$ cat src/hw/rtl/pal_pkg.sv
package pal_pkg;

   localparam int CAPACITY   = 128;
   localparam int VALUE_BITS = 32;

   localparam int IDX_W       = $clog2(CAPACITY);
   localparam int CNT_W       = $clog2(CAPACITY + 1);
   localparam int TREE_FAN    = 8;
   localparam int TREE_LVLS   = (IDX_W + 2) / 3;
   localparam int TREE_LEAVES = 1 << (3 * TREE_LVLS);
   localparam int TREE_NODES  = TREE_LEAVES / TREE_FAN;
   localparam int LVL_CNT_W   = $clog2(TREE_LVLS + 1);

   localparam logic [2:0] OP_APPEND = 3'd0;
   localparam logic [2:0] OP_INSERT = 3'd1;
   localparam logic [2:0] OP_DELETE = 3'd2;
   localparam logic [2:0] OP_SEARCH = 3'd3;
   localparam logic [2:0] OP_READ   = 3'd4;

   localparam logic [1:0] ST_OK       = 2'd0;
   localparam logic [1:0] ST_BADPOS   = 2'd1;
   localparam logic [1:0] ST_NOTFOUND = 2'd2;
   localparam logic [1:0] ST_FULL     = 2'd3;

   typedef logic [VALUE_BITS-1:0] value_type;
   typedef logic [IDX_W-1:0]      idx_type;
   typedef logic [CNT_W-1:0]      cnt_type;

   typedef enum logic [1:0] {
      CELL_HOLD,
      CELL_APPEND,
      CELL_INSERT,
      CELL_DELETE
   } cell_op_type;

   typedef struct packed {
      cell_op_type op;
      idx_type     idx;
      value_type   value;
   } cell_cmd_type;

   typedef struct packed {
      logic      search;
      logic      read;
      value_type key;
      idx_type   target;
      cnt_type   count;
   } lookup_type;

   typedef struct packed {
      logic      hit;
      idx_type   idx;
      value_type data;
   } node_type;

   function automatic value_type to_value(input logic [31:0] word);
      logic [63:0] wide;
      wide = 64'(word);
      return wide[VALUE_BITS-1:0];
   endfunction

   function automatic logic [31:0] from_value(input value_type v);
      logic [63:0] wide;
      wide = 64'(v);
      return wide[31:0];
   endfunction

   function automatic logic [15:0] widen16(input logic [CNT_W-1:0] v);
      return 16'(v);
   endfunction

endpackage

$ cat src/hw/rtl/pal_node.sv
module pal_node
   import pal_pkg::*;
(
   input  node_type [TREE_FAN-1:0] kids,
   output node_type                pick
);

   // lowest-numbered hit wins
   always_comb begin
      pick = '0;
      for (int k = TREE_FAN - 1; k >= 0; k--) begin
         if (kids[k].hit) pick = kids[k];
      end
   end

endmodule
$ cat config.mk
export PLATFORM = sky130hd
export DESIGN_NAME = pal_node
export DESIGN_NICKNAME = d
export VERILOG_FILES = /design/src/hw/rtl/pal_pkg.sv /design/src/hw/rtl/pal_node.sv
export SDC_FILE = /design/constraint.sdc
export NUM_CORES = 1
export LEC_CHECK = 0
export CAP_MARGIN = 10
export CORE_AREA = 2 2 141 143
export DETAILED_ROUTE_END_ITERATION = 8
export DIE_AREA = 0 0 143 145
export DONT_BUFFER_PORTS = 1
export PLACE_DENSITY = 0.3
export SYNTH_ARGS = -nofsm -noshare
export SYNTH_HDL_FRONTEND = slang
export SYNTH_SLANG_ARGS = --single-unit
$ cat constraint.sdc
create_clock -name vclk -period 1.6
set_clock_uncertainty 0.1 [all_clocks]
set_input_delay 0.08 -clock vclk [all_inputs]
set_output_delay 0.08 -clock vclk [all_outputs]
set_load 0.05 [all_outputs]
==> parameters.txt <==
Parameter                              Value

Status
  Outcome ... finished, final reports clean

Global route
  Total Routing Usage GR ... 14.9%
  Antenna violations before repair ... 0
  Wire length of the first global-routing pass ... approximately 25 mm
  Vias in the first global route ... 4387
  Maximum number of pins on one net before global-route repair ... 80
  Congestion Overflow GR ... 0

Critical path
  Worst Setup Start Kind ... input pin
  Maximum fanout along the worst path ... 21
  Critical Path RT ... around 1.4 ns
  Category of the critical setup timing path ... input pin to output pin
  Data arrival time of the critical path ... approximately 1.4 ns
  Endpoint type of the worst setup path ... output pin

Logic synthesis
  XOR/XNOR share of the synthesized area ... 0%
  Combinational family with the most area after synthesis ... compound AO/OA/AOI/OAI gates
  Cells after Synth ... 425
  Seq/Total Area, Yosys ... 0%
  Fraction of synthesized area in multiplexers ... 0%
  Compound-gate portion of the synthesized area ... 67.4%
  Adder and majority cell fraction of the synthesized area ... 0%
  Synth Warn # ... 0
  Cell area after technology mapping ... 2890 µm²
  Mapped Avg Cell Area ... ~6.8 µm²
  Count of unique library cells instantiated by Yosys ... 23
  Area fraction in and, or, nand and nor cells after synthesis ... 16.6%
  Post-synth net total ... 745

Timing
  Setup repair after global routing missed its margin ... false
  Worst-case headroom to the max-slew limit ... approximately 72%
  Final total negative setup slack ... 0 ns
  Setup violation total in the final timing report ... 0
  Slew at the pin closest to its max-slew limit ... 0.413 ns
  Worst hold margin ... 0.332 ns
  Number of slew-limit violations in the final report ... 0
  Max Fclk ... 655 MHz
  Count of endpoints failing hold in the final timing report ... 0
  Minimum clock period ... 1.53 ns
  Final critical-path share of the clock period ... 95.5%

Die
  Top Ports ... 360
  Core Box Area ... about 19000 µm²
  Die Footprint ... between 20000 and 25000 µm²
  DIE HEIGHT ... 145 µm
  Number of core rows ... 51
  Overall die width ... roughly 140 µm
  Starting Density ... 15.1%

Place
  Quantity of I/O buffers inserted on ports ... 0
  HPWL reported at the end of detailed placement ... around 12 mm
  Area after DPL ... slightly above 4000 µm²
  Gpl congestion ... 0.791

Final layout
  Count of filler cells inserted in the layout ... 2114
  Total of clock buffers placed in the layout ... 0
  Proportion of layout cells with a drive suffix above 1 ... 31.1%
  Area growth, synth to finish ... 41.1%
  Final design instance area without fill ... 4080 µm²
  Most common cell after layout, fill and taps aside ... sky130_fd_sc_hd__buf_12
  Sequential cell area ... 0 µm²
  Final sequential cell count ... 0
  Utilization of the core after routing ... 21.3%
  Count of nets after finishing ... 730

Route
  Number of search-and-repair iterations in the first detailed-routing pass ... 5
  Antenna violation net count after detailed routing ... 0
  Via count ... 4084
  DRC violations left ... 0
  DRT iter0 DRCs ... 262
  Routed wire per std cell ... 25.8 µm
  Post-detailed-routing wire length ... 17.4 mm
  Vias/cell ... 6.06

Worst hold path
  Class of the most critical hold timing path ... input pin to output pin

Pwr
  Static leakage power ... 1.36 nW
  Power density normalized to cell area ... 369 nW/µm²
  Post-layout power ... ~1.5 mW
  Max IR drop VDD ... 157 µV

Clock network
  Hold buffer count at cts ... 0
  Number of buffers added for setup after CTS ... 0
  Cts repair resizes ... 0

Job
  Reported max-cap violation count ... 0
-- critical path, cell delays in order --
cell and delay, ns:
sky130_fd_sc_hd__or2_2 0.33, sky130_fd_sc_hd__buf_12 0.18, sky130_fd_sc_hd__a221oi_1 0.35, sky130_fd_sc_hd__a2bb2oi_2 0.24, sky130_fd_sc_hd__buf_12 0.16
-- cells by family after synthesis --
| logic type | count (synthesis) |
|---|---|
| AND/OR/NAND/NOR | 84 |
| buffers and inverters | 107 |
| AO/OA/AOI/OAI | 234 |
-- synthesized netlist by cell type --
cell type	instances	area share, %
sky130_fd_sc_hd__a211o_1	39	12
sky130_fd_sc_hd__a21oi_1	39	6.7
sky130_fd_sc_hd__a221o_1	39	13
sky130_fd_sc_hd__a221oi_1	39	12
sky130_fd_sc_hd__nand2_1	39	5.1
sky130_fd_sc_hd__nand3b_1	39	10
sky130_fd_sc_hd__o221ai_1	38	12
sky130_fd_sc_hd__a2bb2oi_1	37	11
sky130_fd_sc_hd__inv_2	37	4.8
sky130_fd_sc_hd__clkbuf_1	36	4.7
sky130_fd_sc_hd__buf_2	22	3.8
sky130_fd_sc_hd__buf_4	5	1.3
sky130_fd_sc_hd__buf_6	2	0.78
sky130_fd_sc_hd__clkinv_1	2	0.26
sky130_fd_sc_hd__inv_1	2	0.26
sky130_fd_sc_hd__nor2b_1	2	0.43
sky130_fd_sc_hd__or4_1	2	0.52
sky130_fd_sc_hd__a22oi_1	1	0.26
sky130_fd_sc_hd__buf_1	1	0.13
sky130_fd_sc_hd__nand2b_1	1	0.22
sky130_fd_sc_hd__o211ai_1	1	0.26
sky130_fd_sc_hd__o221a_1	1	0.39
sky130_fd_sc_hd__or2_1	1	0.22
-- routing by layer --
layer  wire length [µm]  track usage (%)  vias to the layer above
li1                   -                -                     1730
met1               6270             16.3                     2018
met2               9170             29.3                      308
met3               1550             2.01                       28
met4                396             4.36                        0
met5                  0                0                        -
-- through the flow --
step | worst slack (ns) | std cells
finish | 0.0722 | 674
global route | 0.0162 | 673
CTS | 0.0664 | 673
detailed placement | 0.0707 | 673
global placement | 0.0728 | 673
floorplan | 0.0288 | 425
-- where the power goes --
group,leakage (nW),internal [mW],switching [mW],total [mW]
Sequential,0,0,0,0
Clock,0.00000634,0.0000000886,0,0.0000000886
Combinational,1.36,0.728,0.778,1.51
Total,1.36,0.728,0.778,1.51
-- cell type report --
| type | count | area [µm²] | area share (%) |
|---|---|---|---|
| Timing Repair Buffer | 49 | 918 | 22.5 |
| Inverter | 41 | 154 | 3.77 |
| Multi-Input combinational cell | 318 | 2680 | 65.6 |
| Antenna cell | 1 | 2.50 | 0.0613 |
| Tap cell | 265 | 332 | 8.12 |
-- final timing paths --
| check | from | endpoint | slack (ns) | depth (start not counted) |
|---|---|---|---|---|
| worst max-delay path | kids[199] | pick[30] | 0.07 | 5 |
| worst min-delay path | kids[22] | pick[22] | 0.33 | 3 |
(Power assumes the default switching activity.)
