--- config.mk ---
export PLATFORM = sky130hd
export DESIGN_NAME = pal_cell
export DESIGN_NICKNAME = d
export VERILOG_FILES = /design/src/hw/rtl/pal_pkg.sv /design/src/hw/rtl/pal_cell.sv
export SDC_FILE = /design/constraint.sdc
export NUM_CORES = 1
export LEC_CHECK = 0
export BUFFER_PORTS_ARGS = -buffer_cell sky130_fd_sc_hd__clkbuf_2
export CAP_MARGIN = 10
export CORE_ASPECT_RATIO = 0.8
export CORE_MARGIN = 2
export CORE_UTILIZATION = 38
export CTS_BUF_LIST = sky130_fd_sc_hd__clkbuf_8
export CTS_CLUSTER_DIAMETER = 80
export DETAILED_ROUTE_END_ITERATION = 6
export PLACE_DENSITY = 0.79
export SLEW_MARGIN = 0
export SYNTH_ARGS = -nofsm -noshare
export SYNTH_HDL_FRONTEND = slang
export SYNTH_SLANG_ARGS = --single-unit
--- constraint.sdc ---
create_clock -name clock -period 2.15 [get_ports clock]
set_clock_uncertainty 0.05 [all_clocks]
set_input_delay 0.1075 -clock clock [delete_from_list [all_inputs] [get_ports clock]]
set_output_delay 0.1075 -clock clock [all_outputs]
set_load 0.005 [all_outputs]
--- src/hw/rtl/pal_pkg.sv ---
package pal_pkg;

   localparam int CAPACITY   = 128;
   localparam int VALUE_BITS = 32;

   localparam int IDX_W       = $clog2(CAPACITY);
   localparam int CNT_W       = $clog2(CAPACITY + 1);
   localparam int TREE_FAN    = 8;
   localparam int TREE_LVLS   = (IDX_W + 2) / 3;
   localparam int TREE_LEAVES = 1 << (3 * TREE_LVLS);
   localparam int TREE_NODES  = TREE_LEAVES / TREE_FAN;
   localparam int LVL_CNT_W   = $clog2(TREE_LVLS + 1);

   localparam logic [2:0] OP_APPEND = 3'd0;
   localparam logic [2:0] OP_INSERT = 3'd1;
   localparam logic [2:0] OP_DELETE = 3'd2;
   localparam logic [2:0] OP_SEARCH = 3'd3;
   localparam logic [2:0] OP_READ   = 3'd4;

   localparam logic [1:0] ST_OK       = 2'd0;
   localparam logic [1:0] ST_BADPOS   = 2'd1;
   localparam logic [1:0] ST_NOTFOUND = 2'd2;
   localparam logic [1:0] ST_FULL     = 2'd3;

   typedef logic [VALUE_BITS-1:0] value_type;
   typedef logic [IDX_W-1:0]      idx_type;
   typedef logic [CNT_W-1:0]      cnt_type;

   typedef enum logic [1:0] {
      CELL_HOLD,
      CELL_APPEND,
      CELL_INSERT,
      CELL_DELETE
   } cell_op_type;

   typedef struct packed {
      cell_op_type op;
      idx_type     idx;
      value_type   value;
   } cell_cmd_type;

   typedef struct packed {
      logic      search;
      logic      read;
      value_type key;
      idx_type   target;
      cnt_type   count;
   } lookup_type;

   typedef struct packed {
      logic      hit;
      idx_type   idx;
      value_type data;
   } node_type;

   function automatic value_type to_value(input logic [31:0] word);
      logic [63:0] wide;
      wide = 64'(word);
      return wide[VALUE_BITS-1:0];
   endfunction

   function automatic logic [31:0] from_value(input value_type v);
      logic [63:0] wide;
      wide = 64'(v);
      return wide[31:0];
   endfunction

   function automatic logic [15:0] widen16(input logic [CNT_W-1:0] v);
      return 16'(v);
   endfunction

endpackage

--- src/hw/rtl/pal_cell.sv ---
module pal_cell
   import pal_pkg::*;
(
   input  logic         clock,
   input  idx_type      cell_index,
   input  cell_cmd_type cmd,
   input  lookup_type   look,
   input  value_type    prev_data,
   input  value_type    next_data,
   output value_type    data,
   output logic         hit
);

   value_type data_ff;
   value_type data_in;

   always_comb begin
      data_in = data_ff;
      case (cmd.op)
         CELL_APPEND: begin
            if (cell_index == cmd.idx) data_in = cmd.value;
         end
         CELL_INSERT: begin
            if (cell_index == cmd.idx) data_in = cmd.value;
            else if (cell_index > cmd.idx) data_in = prev_data;
         end
         CELL_DELETE: begin
            if (cell_index >= cmd.idx) data_in = next_data;
         end
         default: data_in = data_ff;
      endcase
   end

   always_ff @(posedge clock) begin
      data_ff <= data_in;
   end

   // only live entries take part in a search
   always_comb begin
      hit = 1'b0;
      if (look.search)
         hit = (data_ff == look.key) && (16'(cell_index) < widen16(look.count));
      else if (look.read)
         hit = (cell_index == look.target);
   end

   assign data = data_ff;

endmodule

==> results.txt, run 1 <==
Hold Crit Class -> in -> reg
Max FFs per register -> 32
Antenna Cells -> 0
Design area -> 3857 sq um
Via-to-Cell Ratio -> 5.207
Placer Congestion -> 0.9346
Fin nets -> 660
Largest net degree at the start of global routing -> 34
Vias post-DR -> 2963
Synth Warn # -> 0
#FFs+latches synth -> 32
Count of input and output buffers -> 194
Clock sink count -> 32
Clock Power Share -> 20.3%
Clk slew on worst S/H paths -> 60 ps
Rel. slew slack -> 49.64%
Mean Syn Cell Area -> 9.300 sq um
Comb power frac -> 34.4%
Final cycle utilization of the critical path -> 95.86%
Fmax -> 485.2 MHz
Number of max-cap violations -> 0
Layout fillers -> 627
Multi-input logic area -> 1608 sq um
Sw Ratio -> 30.26%
Antenna-violating nets left -> 0
Min-Delay Path Depth -> 2
Share of cells above drive strength 1 -> 44.61%
Placed cell area -> 3740 sq um
CTS tree -> built
DPL Wire Length -> 7.171 mm
Status -> complete, no violations
Sequential share of power -> 45.3%
Routed len/inst -> 15.47 microns
Inst Count DP -> 561
First-pass GRT wire length -> 13.47 mm
IR drop worst, VDD -> 0.2344 mV
WL final -> 8.803 mm
Die area -> 7817 sq um
Psw -> 612.6 uW
Die W -> 98.35 microns
Slew Viols, Final -> 0
Reg area -> 960.9 sq um
Crit-path cells -> xnor2_2 > nand4_1 > nor4_2 > nand3_1 > o31ai_2 > buf_2
Register area share after synthesis -> 35.51%
Final setup vio count -> 0
Starting Density -> 39.27%
DR iter-0 viols -> 115
Core box area -> 6892 sq um
WP buf/inv -> 1
Critical path's largest stage delay -> 460 ps
Leak pwr -> 1.913 nW
Crit-path max FO -> 2
Least-Margin Pin Slew -> 755.4 ps
Cts hold-fix bufs -> 0
CP Launch Type -> flip-flop
Stages on the worst setup path -> 6
Arrival @ worst endpoint -> 1900 ps
GR Util All Layers -> 22.02%
CP required -> 1990 ps
Total chip power -> 2.024 mW
Pwr dens -> 524.8 nW/um^2
Gate Count Post-Synth -> 291
Number of global-route vias before repair -> 2854
DRT Pass-1 Iters -> 4
Top Ports -> 195
Netlist cell types -> 29
Hold_ws -> 80.70 ps
CTS Buffer Depth -> 2
Drc violations -> 0
Syn-to-layout area delta -> 42.53%
Site Rows -> 27
Critical path endpoint category -> output port
Pint -> 1.412 mW
CP max stage cell -> edfxtp_1
Post-synthesis net count -> 469
Initial antenna violation count -> 0
Grt total ovfl -> 0
Root buf cell -> clkbuf_8
Netlist Area Pre-Place -> 2706 sq um
Die H -> 79.48 microns
Top Family by Delay on Critical Path -> simple AND/OR/NAND/NOR gates
Final hold violation count -> 0
Critical path class -> reg -> out
Min Tclk post-route -> 2061 ps
Cell Count, Final, Fillers Out -> 569
H-tree depth -> 2
TritonCTS Buffers -> 5
## logic make-up after synthesis
group	synth area share, %
adder cells (fa/ha/maj)	7.397
XOR/XNOR	11.65
flip-flops	35.51
buffers and inverters	6.519
AO/OA/AOI/OAI	24.41
AND/OR/NAND/NOR	14.52
## power by group through the flow
stage | combinational (mW) | sequential (mW) | clock (mW)
after global placement | 0.667 | 0.927 | 0
after detailed placement | 0.684 | 0.928 | 0
after global routing | 0.769 | 0.931 | 0.458
after CTS | 0.694 | 0.919 | 0.430
after floorplan | 0.310 | 0.919 | 0
final | 0.697 | 0.917 | 0.411
## synth_stat cells
cell type | instances | area [sq um]
a21boi_1 | 30 | 225.2
xor2_1 | 14 | 122.6
nor3_1 | 1 | 5.000
nor3b_1 | 3 | 22.52
inv_1 | 21 | 78.83
clkbuf_1 | 10 | 37.54
o311ai_0 | 1 | 8.760
nand4_1 | 7 | 43.79
nand3_1 | 3 | 15.01
a21oi_1 | 3 | 15.01
a31oi_1 | 1 | 6.260
buf_6 | 4 | 45.04
nand2_1 | 67 | 251.5
xnor2_1 | 22 | 192.7
o22ai_1 | 2 | 12.51
o31ai_1 | 1 | 7.510
a221o_1 | 32 | 320.3
edfxtp_1 | 32 | 960.9
a21boi_0 | 2 | 15.01
nor2_1 | 4 | 15.01
nand4b_1 | 1 | 8.760
o32a_1 | 1 | 10.01
nor4_1 | 4 | 25.02
a2111oi_0 | 2 | 17.52
a22oi_1 | 1 | 7.510
or2_1 | 1 | 6.260
buf_2 | 3 | 15.01
a21o_1 | 2 | 15.01
ha_1 | 16 | 200.2
## cells in the final DEF (no fill, tap or decap), types with 3 or more instances in the layout
cell type / n
nand2_1: 67
nand4_1: 7
inv_1: 22
ha_1: 16
nand3_1: 3
a221o_1: 32
edfxtp_1: 32
nor3b_1: 3
a21boi_1: 30
a21oi_1: 3
clkbuf_8: 5
xnor2_1: 20
buf_4: 7
clkbuf_2: 193
xor2_1: 14
## final timing paths
path  endpoint  slack [ps]          start
max        hit          90        data[3]
min   data[14]          80  next_data[14]
## stage by stage
stage               setup TNS (ps)  worst slack, ps  utilization (%)
floorplan                        0            183.3                -
global placement                 0            128.7            54.27
detailed placement               0            80.96            54.27
CTS                              0            2.602            55.70
global route                -1.277           -1.277            55.97
finish                           0            89.01            55.97
## final cells by class
cell class / count / share of cell area (%)
multi-input cells: 221 / 41.68
repair buffers: 201 / 26.53
flip-flops and latches: 32 / 24.91
well taps: 87 / 2.822
inverters: 21 / 2.043
clock buffers: 5 / 1.784
clock inverters: 2 / 0.2271
## what timing repair did
item / 4_1_cts / 5_1_grt
endpoints found under the setup margin: 1 / 1
pin swaps: 0 / 5
gates resized for setup: 3 / 3
setup buffers: 0 / 1
## per-layer routing
layer | routed length [microns] | GRT usage, %
met3 | 675 | 3.940
met5 | 0 | 0
met1 | 3688 | 27.73
met2 | 4287 | 38.64
met4 | 152 | 6.849
Note: power is estimated with default switching activity, not from simulation.
==> run 2, diff against run 1 <==
Settings changed: REMOVE_ABC_BUFFERS set to 1.
==> results.txt, run 2 (synthesis results as in run 1) <==
Crit-path max FO -> 2 (unchanged)
Syn-to-layout area delta -> 42.16%
Initial antenna violation count -> 0 (unchanged)
Count of input and output buffers -> 194 (unchanged)
TritonCTS Buffers -> 5 (unchanged)
Rel. slew slack -> 47.99% (-1.7 points)
Routed len/inst -> 14.96 microns (-3.3%)
Status -> complete, no violations
Starting Density -> 39.27% (unchanged)
CP Launch Type -> flip-flop
Min-Delay Path Depth -> 2 (unchanged)
Sw Ratio -> 30.00% (-0.26 points)
Pwr dens -> 522.8 nW/um^2 (-0.39%)
Least-Margin Pin Slew -> 780.2 ps (+24.78 ps)
Design area -> 3847 sq um (-0.26%)
Comb power frac -> 33.3% (-1.1 points)
Via-to-Cell Ratio -> 5.269 (+1.2%)
Cts hold-fix bufs -> 0 (unchanged)
Final cycle utilization of the critical path -> 96.36% (+0.50 points)
Max FFs per register -> 32 (unchanged)
Arrival @ worst endpoint -> 1910 ps (about the same)
Root buf cell -> clkbuf_8
Sequential share of power -> 45.4% (about the same)
Top Ports -> 195 (unchanged)
Hold endpoint -> data[16]
Fin nets -> 659 (-0.15%)
IR drop worst, VDD -> 0.2269 mV (-3.2%)
Cell Count, Final, Fillers Out -> 569 (unchanged)
Share of cells above drive strength 1 -> 43.78% (-0.83 points)
Largest net degree at the start of global routing -> 34 (unchanged)
Antenna Cells -> 0 (unchanged)
Placed cell area -> 3732 sq um (-0.20%)
Die H -> 79.48 microns (unchanged)
Layout fillers -> 635 (+1.3%)
Leak pwr -> 1.918 nW (+0.26%)
RSZ-0062 raised after global routing -> yes
Inst Count DP -> 560 (-0.18%)
Final core occ -> 55.83% (-0.15 points)
DR iter-0 viols -> 106 (-7.8%)
Hold Crit Class -> in -> reg
CTS tree -> built
Clock Power Share -> 21.3% (+1.0 points)
Die area -> 7817 sq um (unchanged)
Grt total ovfl -> 0 (unchanged)
H-tree depth -> 2 (unchanged)
CTS Buffer Depth -> 2 (unchanged)
DPL Wire Length -> 6.732 mm (-6.1%)
CP required -> 1990 ps (about the same)
Min Tclk post-route -> 2072 ps (+10.70 ps)
WL final -> 8.510 mm (-3.3%)
Placer Congestion -> 0.8844 (-5.4%)
Commonest cells after routing, fill and taps aside -> clkbuf_2 (194), nand2_1 (67), a221o_1 (32), edfxtp_1 (32), a21boi_1 (30)
DRT Pass-1 Iters -> 5 (+1)
Psw -> 603.3 uW (-1.5%)
Number of max-cap violations -> 0 (unchanged)
First-pass GRT wire length -> 13.51 mm (+0.31%)
Commonest non-fill, non-tap cell in the layout -> clkbuf_2
Site Rows -> 27 (unchanged)
Antenna-violating nets left -> 0 (unchanged)
Clk slew on worst S/H paths -> 70 ps (about the same)
Drc violations -> 0 (unchanged)
Hold_ws -> 78.98 ps (-1.724 ps)
Setup tns final -> 0 ps (unchanged)
Fmax -> 482.7 MHz (-0.52%)
Number of global-route vias before repair -> 2954 (+3.5%)
Vias post-DR -> 2998 (+1.2%)
Core box area -> 6892 sq um (unchanged)
Pint -> 1.408 mW (-0.28%)
Critical path class -> reg -> out
GR Util All Layers -> 21.40% (-0.61 points)
Clock sink count -> 32 (unchanged)
Slew Viols, Final -> 0 (unchanged)
Critical path endpoint category -> output port
Final hold violation count -> 0 (unchanged)
Final setup vio count -> 0 (unchanged)
Die W -> 98.35 microns (unchanged)
Hold_sp -> next_data[16]
-- run 2: cell count changes in the layout (fill, tap and decap cells not counted), sizes merged --
cell / before / now
buf: 8 / 6
clkbuf: 198 / 199
inv: 22 / 23
-- run 2: power groups by stage --
stage / Sequential, mW / Clock, mW / Combinational (mW)
after detailed placement: 0.927 / 0 / 0.661
after global routing: 0.925 / 0.484 / 0.748
final: 0.912 / 0.429 / 0.670
after floorplan: 0.920 / 0 / 0.303
after global placement: 0.924 / 0 / 0.639
after CTS: 0.913 / 0.442 / 0.675
-- run 2: what timing repair did --
action	4_1_cts	5_1_grt
setup endpoints to repair	1	1
resized for setup	3	2
gates cloned	0	0
pin swaps	4	3
setup buffers	1	0
-- run 2: cell type report --
class	instances	area (sq um)	share of cell area, %
clock buffer	5	68.82	1.789
sequential	32	960.9	24.98
multi-input combinational	221	1603	41.66
tap	87	108.9	2.829
inverter	21	78.83	2.049
timing repair buffer	200	1016	26.41
clock inverter	3	11.26	0.2927
-- run 2: how the worst max path moves through the flow --
stage | from | end
global placement | cmd[38] | data[1]
detailed placement | cmd[37] | data[26]
global route | data[27] | hit
CTS | data[27] | hit
floorplan | cmd[39] | data[0]
finish | data[3] | hit
-- run 2: routing by layer --
metal / track usage, % / vias to the layer above / share of wire, %
li1: - / 1449 / -
met1: 24.93 / 1412 / 40
met2: 39.59 / 129 / 52
met3: 4.641 / 8 / 6.9
met4: 6.301 / 0 / 1.0
met5: 0 / - / 0
-- run 2: stage by stage --
| step | setup WS [ps] | power [mW] |
|---|---|---|
| 2_1_floorplan | -1170 | 1.223 |
| 3_3_place_gp | 133.0 | 1.563 |
| 3_5_place_dp | 60.94 | 1.588 |
| 4_1_cts | -11.07 | 2.029 |
| 5_1_grt | -63.92 | 2.157 |
| 6_report | 78.31 | 2.011 |
-- run 2: critical path: stages (launching register included) --
cell	delay [ps]
edfxtp_1	430
xnor2_1	170
nand4_1	170
nor4_4	340
nand3_1	130
o31ai_2	240
clkbuf_2	150
==> run 3, diff against run 2 <==
Settings changed: BUFFER_PORTS_ARGS -buffer_cell sky130_fd_sc_hd__clkbuf_2 to not set, CORE_UTILIZATION 38 to 40, DONT_BUFFER_PORTS set to 1, PLACE_DENSITY 0.79 to not set.
==> results.txt, run 3 (synthesis results as in run 1) <==
Status -> complete, no violations
DRT Pass-1 Iters -> 4 (-1)
Inst Count DP -> 364 (-35%)
Cell Count, Final, Fillers Out -> 411 (-28%)
Final cycle utilization of the critical path -> 97.51% (+1.2 points)
Max FFs per register -> 32 (unchanged)
Arrival @ worst endpoint -> 2070 ps (+160 ps)
RSZ-0062 raised after global routing -> yes
Layout fillers -> 612 (-3.6%)
Number of global-route vias before repair -> 2475 (-16%)
CTS Buffer Depth -> 2 (unchanged)
Fin nets -> 505 (-23%)
Critical path class -> in -> reg
Drc violations -> 0 (unchanged)
Rel. slew slack -> 50.10% (+2.1 points)
Starting Density -> 41.81% (+2.5 points)
Commonest non-fill, non-tap cell in the layout -> nand2_1
Fmax -> 477.0 MHz (-1.2%)
Antenna Cells -> 0 (unchanged)
Top Ports -> 195 (unchanged)
GR Util All Layers -> 20.79% (-0.61 points)
CP required -> 2120 ps (+130 ps)
Min Tclk post-route -> 2096 ps (+24.80 ps)
Die area -> 7444 sq um (-4.8%)
Final setup vio count -> 0 (unchanged)
Routed len/inst -> 19.49 microns (+30%)
Clk slew on worst S/H paths -> 60 ps (about the same)
Least-Margin Pin Slew -> 748.4 ps (-31.75 ps)
Leak pwr -> 1.267 nW (-34%)
Multi-input logic area -> 1598 sq um (-0.31%)
IR drop worst, VDD -> 0.2178 mV (-4.0%)
CP Launch Type -> primary input
Placer Congestion -> 0.8332 (-5.8%)
Count of input and output buffers -> 0 (-100%)
DR iter-0 viols -> 115 (+8.5%)
Die H -> 77.57 microns (-2.4%)
Critical path endpoint category -> flip-flop
Hold Crit Class -> in -> reg
H-tree depth -> 2 (unchanged)
Core box area -> 6474 sq um (-6.1%)
Largest net degree at the start of global routing -> 34 (unchanged)
Number of max-cap violations -> 0 (unchanged)
Grt total ovfl -> 0 (unchanged)
Site Rows -> 26 (-3.7%)
Final hold violation count -> 0 (unchanged)
Share of cells above drive strength 1 -> 5.505% (-38 points)
WL final -> 8.010 mm (-5.9%)
Final core occ -> 50.50% (-5.3 points)
CTS tree -> built
Syn-to-layout area delta -> 20.80%
TritonCTS Buffers -> 5 (unchanged)
Root buf cell -> clkbuf_8
DPL Wire Length -> 5.752 mm (-15%)
Via-to-Cell Ratio -> 6.012 (+14%)
Die W -> 95.97 microns (-2.4%)
Slew Viols, Final -> 0 (unchanged)
Setup repair bufs after CTS -> 0 (-1)
Crit-path max FO -> 14 (+12)
Reg area -> 960.9 sq um (unchanged)
First-pass GRT wire length -> 11.74 mm (-13%)
Clock sink count -> 32 (unchanged)
Commonest cells after routing, fill and taps aside -> nand2_1 (67), dlygate4sd3_1 (40), a221o_1 (32), edfxtp_1 (32), a21boi_1 (30)
Antenna-violating nets left -> 0 (unchanged)
Initial antenna violation count -> 0 (unchanged)
Vias post-DR -> 2471 (-18%)
Pwr dens -> 557.2 nW/um^2 (+6.6%)
-- run 3: critical path, cell delays in order --
cell           delay (ps)
inv_1                  20
ha_1                  300
nand4_1               180
or2_4                 290
buf_4                 190
nand2_1                90
a21boi_1               60
a221o_1               260
dlygate4sd3_1         560
-- run 3: per-layer routing --
layer  vias to the layer above  GRT usage, %  share of wire [%]
li1                       1139             -                  -
met1                      1178         23.07                 38
met2                       139         38.18                 51
met3                        15         5.825                8.9
met4                         0         5.857                1.9
met5                         -             0                  0
-- run 3: what timing repair did --
action | in CTS | in global routing
hold buffers | 34 | 6
endpoints found under the setup margin | 1 | 8
pin swaps | 0 | 6
endpoints found under the hold margin | 17 | 3
gates resized for setup | 2 | 4
-- run 3: cell type report --
class,instances,area share (%)
clock buffer,5,2.105
inverter,21,2.411
tap,84,3.215
multi-input combinational,221,48.87
clock inverter,2,0.2679
timing repair buffer,46,13.74
sequential,32,29.39
-- run 3: final timing paths --
path / from / to / slack [ps] / depth (start not counted)
setup / recovery: cmd[38] / data[18] / 50 / 9
hold / removal: cmd[9] / data[9] / 10 / 1
-- run 3: power breakdown --
group / internal, mW / leakage [nW] / switching, mW
clock: 0.215 / 0.0452 / 0.195
sequential: 0.831 / 0.303 / 0.110
combinational: 0.263 / 0.919 / 0.207
total: 1.31 / 1.27 / 0.513
-- run 3: stage by stage --
step                      area [sq um]  hold slack, ps  TNS (ps)  power (mW)  setup slack [ps]
after CTS                         3194         0.09356         0       1.829             23.39
after global placement            2765           278.6         0       1.334             233.6
after floorplan                   2609           271.7    -38940       1.223             -1170
after global routing              3269          0.1184    -93.82       1.948            -67.24
after detailed placement          2765           277.5         0       1.338             202.2
final                             3269           13.36         0       1.822             53.51
